### src/pdp_pkg.sv
package pdp_pkg;

   // palette geometry
   localparam int PALETTE_ENTRIES_DEF = 256;
   localparam int INDEX_SPAN = 256;
   localparam int COMPONENTS = 3;
   localparam int COLOR_W = 24;

   // component counter runs 0..2
   localparam logic [1:0] FIRST_SLOT = 2'd0;
   localparam logic [1:0] LAST_SLOT = 2'(COMPONENTS - 1);

   localparam logic [7:0] MASK_RESET = 8'hFF;

   // access kind carried in tuser bit 0
   localparam logic CMD_READ = 1'b0;
   localparam logic CMD_WRITE = 1'b1;

   // register select carried in tuser bits 2..1
   localparam logic [1:0] REG_WRITE_INDEX = 2'd0;
   localparam logic [1:0] REG_PIXEL_MASK = 2'd1;
   localparam logic [1:0] REG_READ_INDEX = 2'd2;
   localparam logic [1:0] REG_COLOR_DATA = 2'd3;

   // request from the control unit to the palette store
   typedef struct packed {
      logic wr_en;
      logic rd_en;
      logic [7:0] wr_index;
      logic [7:0] rd_index;
      logic [COLOR_W-1:0] wr_color;
   } store_req_type;

endpackage

### src/pdp_ctrl.sv
module pdp_ctrl
   import pdp_pkg::*;
(
   input logic clock,
   input logic reset,
   input logic req_tvalid,
   output logic req_tready,
   input logic [7:0] req_tdata,
   input logic [2:0] req_tuser,
   output logic rsp_tvalid,
   input logic rsp_tready,
   output logic [7:0] rsp_tdata,
   output store_req_type store_req,
   input logic [COLOR_W-1:0] store_rdata
);

   localparam logic ST_IDLE = 1'b0;
   localparam logic ST_LOAD = 1'b1;

   logic state_ff, state_in;
   logic [7:0] write_index_ff, write_index_in;
   logic [7:0] read_index_ff, read_index_in;
   logic [7:0] mask_ff, mask_in;
   logic [1:0] count_ff, count_in;
   logic [7:0] comp_ff [COMPONENTS];
   logic [7:0] comp_in [COMPONENTS];
   logic rsp_valid_ff, rsp_valid_in;
   logic [7:0] rsp_data_ff, rsp_data_in;

   logic accept;
   logic cmd;
   logic [1:0] sel;
   logic [7:0] masked;
   logic [7:0] comp_cur;

   assign req_tready = (state_ff == ST_IDLE) && (!rsp_valid_ff || rsp_tready);
   assign accept = req_tvalid && req_tready;
   assign cmd = req_tuser[0];
   assign sel = req_tuser[2:1];
   assign masked = req_tdata & mask_ff;

   always_comb begin
      case (count_ff)
         2'd0: comp_cur = comp_ff[0];
         2'd1: comp_cur = comp_ff[1];
         default: comp_cur = comp_ff[2];
      endcase
   end

   always_comb begin
      state_in = state_ff;
      write_index_in = write_index_ff;
      read_index_in = read_index_ff;
      mask_in = mask_ff;
      count_in = count_ff;
      for (int i = 0; i < COMPONENTS; i++) begin
         comp_in[i] = comp_ff[i];
      end
      rsp_valid_in = rsp_valid_ff && !rsp_tready;
      rsp_data_in = rsp_data_ff;
      store_req = '0;
      store_req.wr_index = write_index_ff;
      store_req.rd_index = read_index_ff;
      store_req.wr_color = {comp_ff[0], comp_ff[1], masked};

      if (state_ff == ST_LOAD) begin
         // color back from the store: fill buffer, return first component
         comp_in[0] = store_rdata[23:16];
         comp_in[1] = store_rdata[15:8];
         comp_in[2] = store_rdata[7:0];
         rsp_valid_in = 1'b1;
         rsp_data_in = store_rdata[23:16];
         count_in = FIRST_SLOT + 2'd1;
         state_in = ST_IDLE;
      end else if (accept) begin
         if (cmd == CMD_WRITE) begin
            case (sel)
               REG_WRITE_INDEX: begin
                  write_index_in = req_tdata;
                  count_in = FIRST_SLOT;
               end
               REG_PIXEL_MASK: begin
                  mask_in = req_tdata;
               end
               REG_READ_INDEX: begin
                  read_index_in = req_tdata;
                  count_in = FIRST_SLOT;
               end
               default: begin
                  for (int i = 0; i < COMPONENTS; i++) begin
                     if (count_ff == 2'(i)) begin
                        comp_in[i] = masked;
                     end
                  end
                  if (count_ff == LAST_SLOT) begin
                     store_req.wr_en = 1'b1;
                     write_index_in = write_index_ff + 8'd1;
                     count_in = FIRST_SLOT;
                  end else begin
                     count_in = count_ff + 2'd1;
                  end
               end
            endcase
         end else begin
            case (sel)
               REG_WRITE_INDEX: begin
                  rsp_valid_in = 1'b1;
                  rsp_data_in = write_index_ff;
               end
               REG_PIXEL_MASK: begin
                  rsp_valid_in = 1'b1;
                  rsp_data_in = mask_ff;
               end
               REG_READ_INDEX: begin
                  rsp_valid_in = 1'b1;
                  rsp_data_in = read_index_ff;
               end
               default: begin
                  if (count_ff == FIRST_SLOT) begin
                     store_req.rd_en = 1'b1;
                     state_in = ST_LOAD;
                  end else begin
                     rsp_valid_in = 1'b1;
                     rsp_data_in = comp_cur;
                     if (count_ff == LAST_SLOT) begin
                        read_index_in = read_index_ff + 8'd1;
                        count_in = FIRST_SLOT;
                     end else begin
                        count_in = count_ff + 2'd1;
                     end
                  end
               end
            endcase
         end
      end
   end

   always_ff @(posedge clock) begin
      if (reset) begin
         state_ff <= ST_IDLE;
         write_index_ff <= '0;
         read_index_ff <= '0;
         mask_ff <= MASK_RESET;
         count_ff <= FIRST_SLOT;
         for (int i = 0; i < COMPONENTS; i++) begin
            comp_ff[i] <= '0;
         end
         rsp_valid_ff <= 1'b0;
      end else begin
         state_ff <= state_in;
         write_index_ff <= write_index_in;
         read_index_ff <= read_index_in;
         mask_ff <= mask_in;
         count_ff <= count_in;
         for (int i = 0; i < COMPONENTS; i++) begin
            comp_ff[i] <= comp_in[i];
         end
         rsp_valid_ff <= rsp_valid_in;
      end
   end

   always_ff @(posedge clock) begin
      rsp_data_ff <= rsp_data_in;
   end

   assign rsp_tvalid = rsp_valid_ff;
   assign rsp_tdata = rsp_data_ff;

   a_count_range: assert property (@(posedge clock) disable iff (reset)
      count_ff != 2'd3) else $error("component counter out of range");

   a_load_out_free: assert property (@(posedge clock) disable iff (reset)
      (state_ff == ST_LOAD) |-> !rsp_valid_ff)
      else $error("store load while output register busy");

   a_load_issue: assert property (@(posedge clock) disable iff (reset)
      (accept && cmd == CMD_READ && sel == REG_COLOR_DATA && count_ff == FIRST_SLOT)
      |=> (state_ff == ST_LOAD)) else $error("data read did not wait for store");

   a_load_done: assert property (@(posedge clock) disable iff (reset)
      (state_ff == ST_LOAD) |=> (rsp_valid_ff && count_ff == FIRST_SLOT + 2'd1
      && state_ff == ST_IDLE)) else $error("store load did not complete");

endmodule

### config.mk
export PLATFORM = sky130hd
export DESIGN_NAME = pdp_ctrl
export DESIGN_NICKNAME = d
export VERILOG_FILES = /design/src/pdp_pkg.sv /design/src/pdp_ctrl.sv
export SDC_FILE = /design/constraint.sdc
export NUM_CORES = 1
export LEC_CHECK = 0
export BUFFER_PORTS_ARGS = -buffer_cell sky130_fd_sc_hd__buf_4
export CORE_UTILIZATION = 45
export DETAILED_ROUTE_END_ITERATION = 16
export GPL_TIMING_DRIVEN = 0
export PLACE_DENSITY = 0.77
export SLEW_MARGIN = 20
export SYNTH_ARGS = -nofsm -noshare
export SYNTH_HDL_FRONTEND = slang
export SYNTH_SLANG_ARGS = --single-unit
### constraint.sdc
create_clock -name clock -period 2.76 [get_ports clock]
set_clock_uncertainty 0.2 [all_clocks]
set_input_delay 0.138 -clock clock [delete_from_list [all_inputs] [get_ports clock]]
set_output_delay 0.138 -clock clock [all_outputs]
set_load 0.01 [all_outputs]
## Word level (Yosys, flattened, before mapping)

Memories as Yosys holds them, arrays and structs flattened.
Cells that the tools add are included.

- $add $sub $neg: 3
- Equality and inequality tests: 13
- Muxes and demuxes: 46
- Bitwise gates (word level): 7
- Reduce and logical (&&, ||, !) cells: 22

Operators by type and width:

| operator | count |
|---|---|
| 2-to-1 mux 8 bit | 17 |
| 2-to-1 mux 24 bit | 4 |
| case mux 8 bit (3 select lines) | 1 |
| adder 8 x 1 -> 8 bit (second input constant) | 2 |
| 2-to-1 mux 1 bit | 16 |
| case mux 8 bit (2 select lines) | 1 |
| 2-to-1 mux 2 bit | 6 |
| AND reduction 4 bit | 3 |
| AND 8 bit | 1 |
| inequality test 2 x 1 -> 1 bit (second input constant) | 3 |
| inequality test 3 bit (second input constant) | 2 |
| AND reduction 6 bit | 1 |
| nonzero test 2 bit | 3 |
| OR reduction 2 bit | 3 |
| OR reduction 3 bit | 2 |
| inequality test 5 x 2 -> 1 bit (second input constant) | 1 |
| AND reduction 5 bit | 1 |
| equality test 2 x 1 -> 1 bit (second input constant) | 2 |
| equality test 2 bit (second input constant) | 2 |
| logical NOT 2 bit | 2 |
| inequality test 2 bit (second input constant) | 2 |
| case mux 2 bit (2 select lines) | 1 |
| logical AND 1 bit | 3 |
| inequality test 3 x 1 -> 1 bit (second input constant) | 1 |
| other kinds (6) | 11 |

- Register bits: 36
- RAM bits: 24
- Bits of input ports: 39
- Output and inout port bits: 52
- Memories kept: 1

Memory list:

| name | words | bits a word | rd ports | clocked after Yosys merged registers in | wr ports | line | RTL |
|---|---|---|---|---|---|---|---|
| comp_ff | 3 | 8 | 3 | 0 | 3 | pdp_ctrl.sv:25 | `logic [7:0] comp_ff [COMPONENTS];` |

## Depth between registers and ports, before layout

- Word-level depth: 7
- Mapped depth: 8
- Depth with buffers taken out: 6

## Least setup slack after synthesis

OpenSTA, ideal clock, no wires.

- Kind: input -> register
- From: input req_tuser[1]
- To: register rsp_data_ff[0], in the netlist rsp_tdata[0] (enable)
- Library setup time: 0.387 ns
- Arrival: 1.652 ns
- Slack: 0.522 ns
- Stages on the path: 6
- Cells stage by stage: inv_1 > ha_1 > buf_2 > buf_1 > nor4_1 > o31ai_1

- Longest elaborated chain between the ends: 3
- Elaborated cells on any way between the ends: 5

Ends and longest elaborated chain:

| item | line | RTL |
|---|---|---|
| start, declared | pdp_ctrl.sv:9 | `input logic [2:0] req_tuser,` |
| equality test 2 bit (tied with other cells) | pdp_ctrl.sv:105 | `case (sel)` |
| inequality test 5 x 2 -> 1 bit (no source line) * | -- |  |
| AND reduction 3 bit (no source line) * | -- |  |
| end signal, assigned | pdp_ctrl.sv:163 | `rsp_data_ff <= rsp_data_in;` |
| end, declared | pdp_ctrl.sv:28 | `logic [7:0] rsp_data_ff, rsp_data_in;` |

Every way passes the cells marked *; elsewhere a longest branch is shown, timed or not.
A chain may end at the register's enable or synchronous reset.

## Worst setup path in the final report

- From: input reset
- To: register rsp_valid_ff, in the netlist rsp_tvalid

RTL lines:

| item | line | RTL |
|---|---|---|
| start, declared | pdp_ctrl.sv:5 | `input logic reset,` |
| end signal, assigned | pdp_ctrl.sv:158 | `rsp_valid_ff <= rsp_valid_in;` |
| end, declared | pdp_ctrl.sv:27 | `logic rsp_valid_ff, rsp_valid_in;` |

No word-level cell between the ends.

==> impl_metrics.py <==
metrics = {
    "status": {
        "status": "finished, final reports clean",
    },
    "critical_path": {
        "r2r_slack_ns": 0.51,
        "crit_required_ns": 2.78,
        "start_kind": "primary input",
        "cp_max_fo": 10,
        "startpoint": "reset",
        "r2r-start": "state_ff$_SDFF_PP0_",
        "arrival_ns": 2.46,
        "r2r_end": "rsp_tvalid$_SDFF_PP0_",
        "critical_path_class": "in -> reg",
        "worstSetupEndpointType": "flop",
        "crit_path_end": "rsp_tvalid$_SDFF_PP0_",
        "r2r_cells": 5,
    },
    "floorplan": {
        "die_h_um": 89.4,
        "dieArea_mm2": 0.00799,
        "initial_core_util": 0.469,
        "rows": 31,
        "core_mm2": 0.00733,
        "die_x_um": 89.4,
        "io_pins": 91,
    },
    "placement": {
        "dp_cells": 598,
        "dp_hpwl_um": 8360,
        "place_area_mm2": 0.00424,
        "io_buffers": 90,
        "gp_congestion": 0.954,
    },
    "clock_network": {
        "htreeDepth": 3,
        "cts_buffers": 9,
        "cts_tree": "yes",
        "clkSlewWorstSetupHoldPaths_ns": 0.07,
        "numClockSinks": 60,
        "cts.path.max_buffers": 2,
        "cts.root.buffer_cell": "clkbuf_8",
        "clock_insertion_delay_worst_skew_ns": 0.34,
        "ctsResizeCount": 0,
    },
    "grt": {
        "grt_pass1_wl_um": 17700,
        "grt_pass1_vias": 3528,
        "grt_use_met3": 0.0397,
        "use_met2": 0.502,
        "gr-max-usage-layer": "met2",
        "overflow": 0,
        "grt_util_met1": 0.369,
        "track_usage": 0.300,
        "grt_max_degree": 11,
        "antenna_found_initial": 0,
    },
    "synthesis": {
        "synthTopCellsByArea": "dfxtp_1 30%, edfxtp_1 7.0%, a21oi_1 6.8%, a211oi_1 5.9%, nor2_1 4.9%",
        "ys_ff_latch": 60,
        "ys_types": 50,
        "syn-cell-area_mm2": 0.00344,
        "ys_warn_count": 0,
        "synth_nets": 456,
        "async_flop_share": 0,
        "syn_inst": 409,
        "avgSynthCellArea_um2": 8.40,
        "synth.most_common_cell": "dfxtp_1",
        "synth_flop_cell": "dfxtp_1",
        "seq_area_frac_synth": 0.373,
        "synth_common_cells": "52 x dfxtp_1, 47 x a21oi_1, 45 x nor2_1",
        "post-synth-top-area-fraction": 0.303,
        "yosys.area.top_type": "dfxtp_1",
        "synth_edf_count": 8,
    },
    "sta": {
        "fin_crit_ns": 2.44,
        "hold_viol_final": 0,
        "timing.fmax_mhz": 411,
        "rsz0062_at_grt": "false",
        "setup_violations": 0,
        "tightest_slew_ns": 0.827,
        "finalCritPeriodShare": 0.882,
        "slew_violations": 0,
        "max_slew_margin": 0.445,
    },
    "pwr": {
        "vdd_drop_max_mv": 0.296,
        "p_per_area_mw_per_mm2": 446,
        "leakage_nw": 1.96,
    },
    "cells_and_area": {
        "drive_gt1_frac": 0.273,
        "finalInstanceArea_mm2": 0.00478,
        "antennaDiodeCount": 0,
        "syn2layout_area_growth_pct": 39.2,
        "fin_cells": 649,
        "nets": 592,
    },
    "worst_hold_path": {
        "min-delay-path-class": "in -> reg",
    },
    "flow_run": {
        "drv_cap": 0,
    },
    "routing": {
        "wire_per_inst_um": 17.9,
        "dr.pass1.iters": 6,
        "vias": 3860,
        "vias_per_cell": 5.95,
        "drc": 0,
        "wirelength_um": 11600,
        "drtAntennaViolNets": 0,
        "drt_iter0_drc": 328,
    },
}
repair_timing:
| item | 4_1_cts | 5_1_grt |
|---|---|---|
| setup buffers | 0 | 0 |
| hold endpoints to repair | 43 | 0 |
| hold buffers | 35 | 0 |
kinds of logic (layout without fill, tap and decap cells):
| logic type | Yosys count | in the layout | share of synthesized area |
|---|---|---|---|
| compound gates | 143 | 143 | 0.279 |
| simple gates | 135 | 135 | 0.196 |
| flops | 60 | 60 | 0.373 |
| buf+inv | 51 | 192 | 0.0838 |
| mux | 12 | 12 | 0.0393 |
| fa+ha+maj | 8 | 8 | 0.0291 |
per-stage QoR:
step | setup TNS, ns | util | power [mW] | setup WS [ns] | hold WS (ns)
6_report | 0 | 0.653 | 2.14 | 0.325 | 0.110
5_1_grt | 0 | 0.653 | 2.21 | 0.311 | 0.134
4_1_cts | 0 | 0.653 | 2.13 | 0.394 | 0.0971
3_5_place_dp | 0 | 0.578 | 1.32 | 0.130 | 0.235
3_3_place_gp | -1.64 | 0.578 | 1.31 | -0.205 | 0.237
2_1_floorplan | 0 | - | 1.15 | 0.522 | 0.0899
worst min-delay path by stage:
stage	startpoint	depth (start not counted)	endpoint	slack (ns)
after floorplan	req_tdata[0]	2	read_index_ff[0]$_SDFFE_PP0P_	0.09
after global placement	store_rdata[20]	3	rsp_tdata[4]$_DFFE_PP_	0.24
after detailed placement	store_rdata[20]	3	rsp_tdata[4]$_DFFE_PP_	0.23
after CTS	req_tuser[2]	4	state_ff$_SDFF_PP0_	0.1
after global routing	req_tuser[2]	4	state_ff$_SDFF_PP0_	0.13
final	req_tuser[2]	4	state_ff$_SDFF_PP0_	0.11
critical path, cell delays in order:
cell           delay, ns
dlygate4sd3_1       0.52
buf_4               0.13
clkbuf_1            0.48
clkbuf_1            0.53
a21oi_1             0.07
dlygate4sd3_1       0.58
power breakdown:
group / internal (mW) / total, mW / leakage (nW) / switching [mW]
Sequential: 0.917 / 0.940 / 0.497 / 0.0236
Clock: 0.436 / 0.789 / 0.0967 / 0.353
Combinational: 0.196 / 0.407 / 1.36 / 0.211
Total: 1.55 / 2.14 / 1.96 / 0.588
cells in the final DEF (no fill, tap or decap), types with 3 or more instances in the layout:
cell,n
ha_1,8
inv_1,5
and3_1,11
a21oi_1,47
o31ai_1,5
a31oi_1,6
clkbuf_8,10
o21ai_0,19
dlygate4sd3_1,35
nand2b_1,4
a31o_2,3
nor2_1,45
dfxtp_1,52
o41ai_1,3
a211o_1,8
buf_2,5
nor2b_1,3
buf_4,110
nand3_1,11
nand2_1,27
a32o_1,6
edfxtp_1,8
a222oi_1,8
clkbuf_1,19
a211oi_1,27
mux2i_1,3
mux2_2,8
and2_1,17
routing by layer:
metal	part of all wire	vias to the layer above
li1	-	1785
met1	0.40	1778
met2	0.46	256
met3	0.097	41
met4	0.044	0
met5	0	-
flip-flops by register name (all words and copies together), names as in the netlist:
register,flops
count_ff,2
write_index_ff,8
state_ff,1
rsp_tvalid,1
comp_ff,24
mask_ff,8
read_index_ff,8
rsp_tdata,8
cell type report:
class                   count  area (um2)
well taps                  99         124
clock inverters             5        51.3
fillers                   608        2550
clock buffers              11         141
inverters                   5        18.8
multi-input cells         298        1870
repair buffers            125        1030
plain buffers              46         269
flip-flops and latches     60        1280
Power figures use the tool's default switching activity.
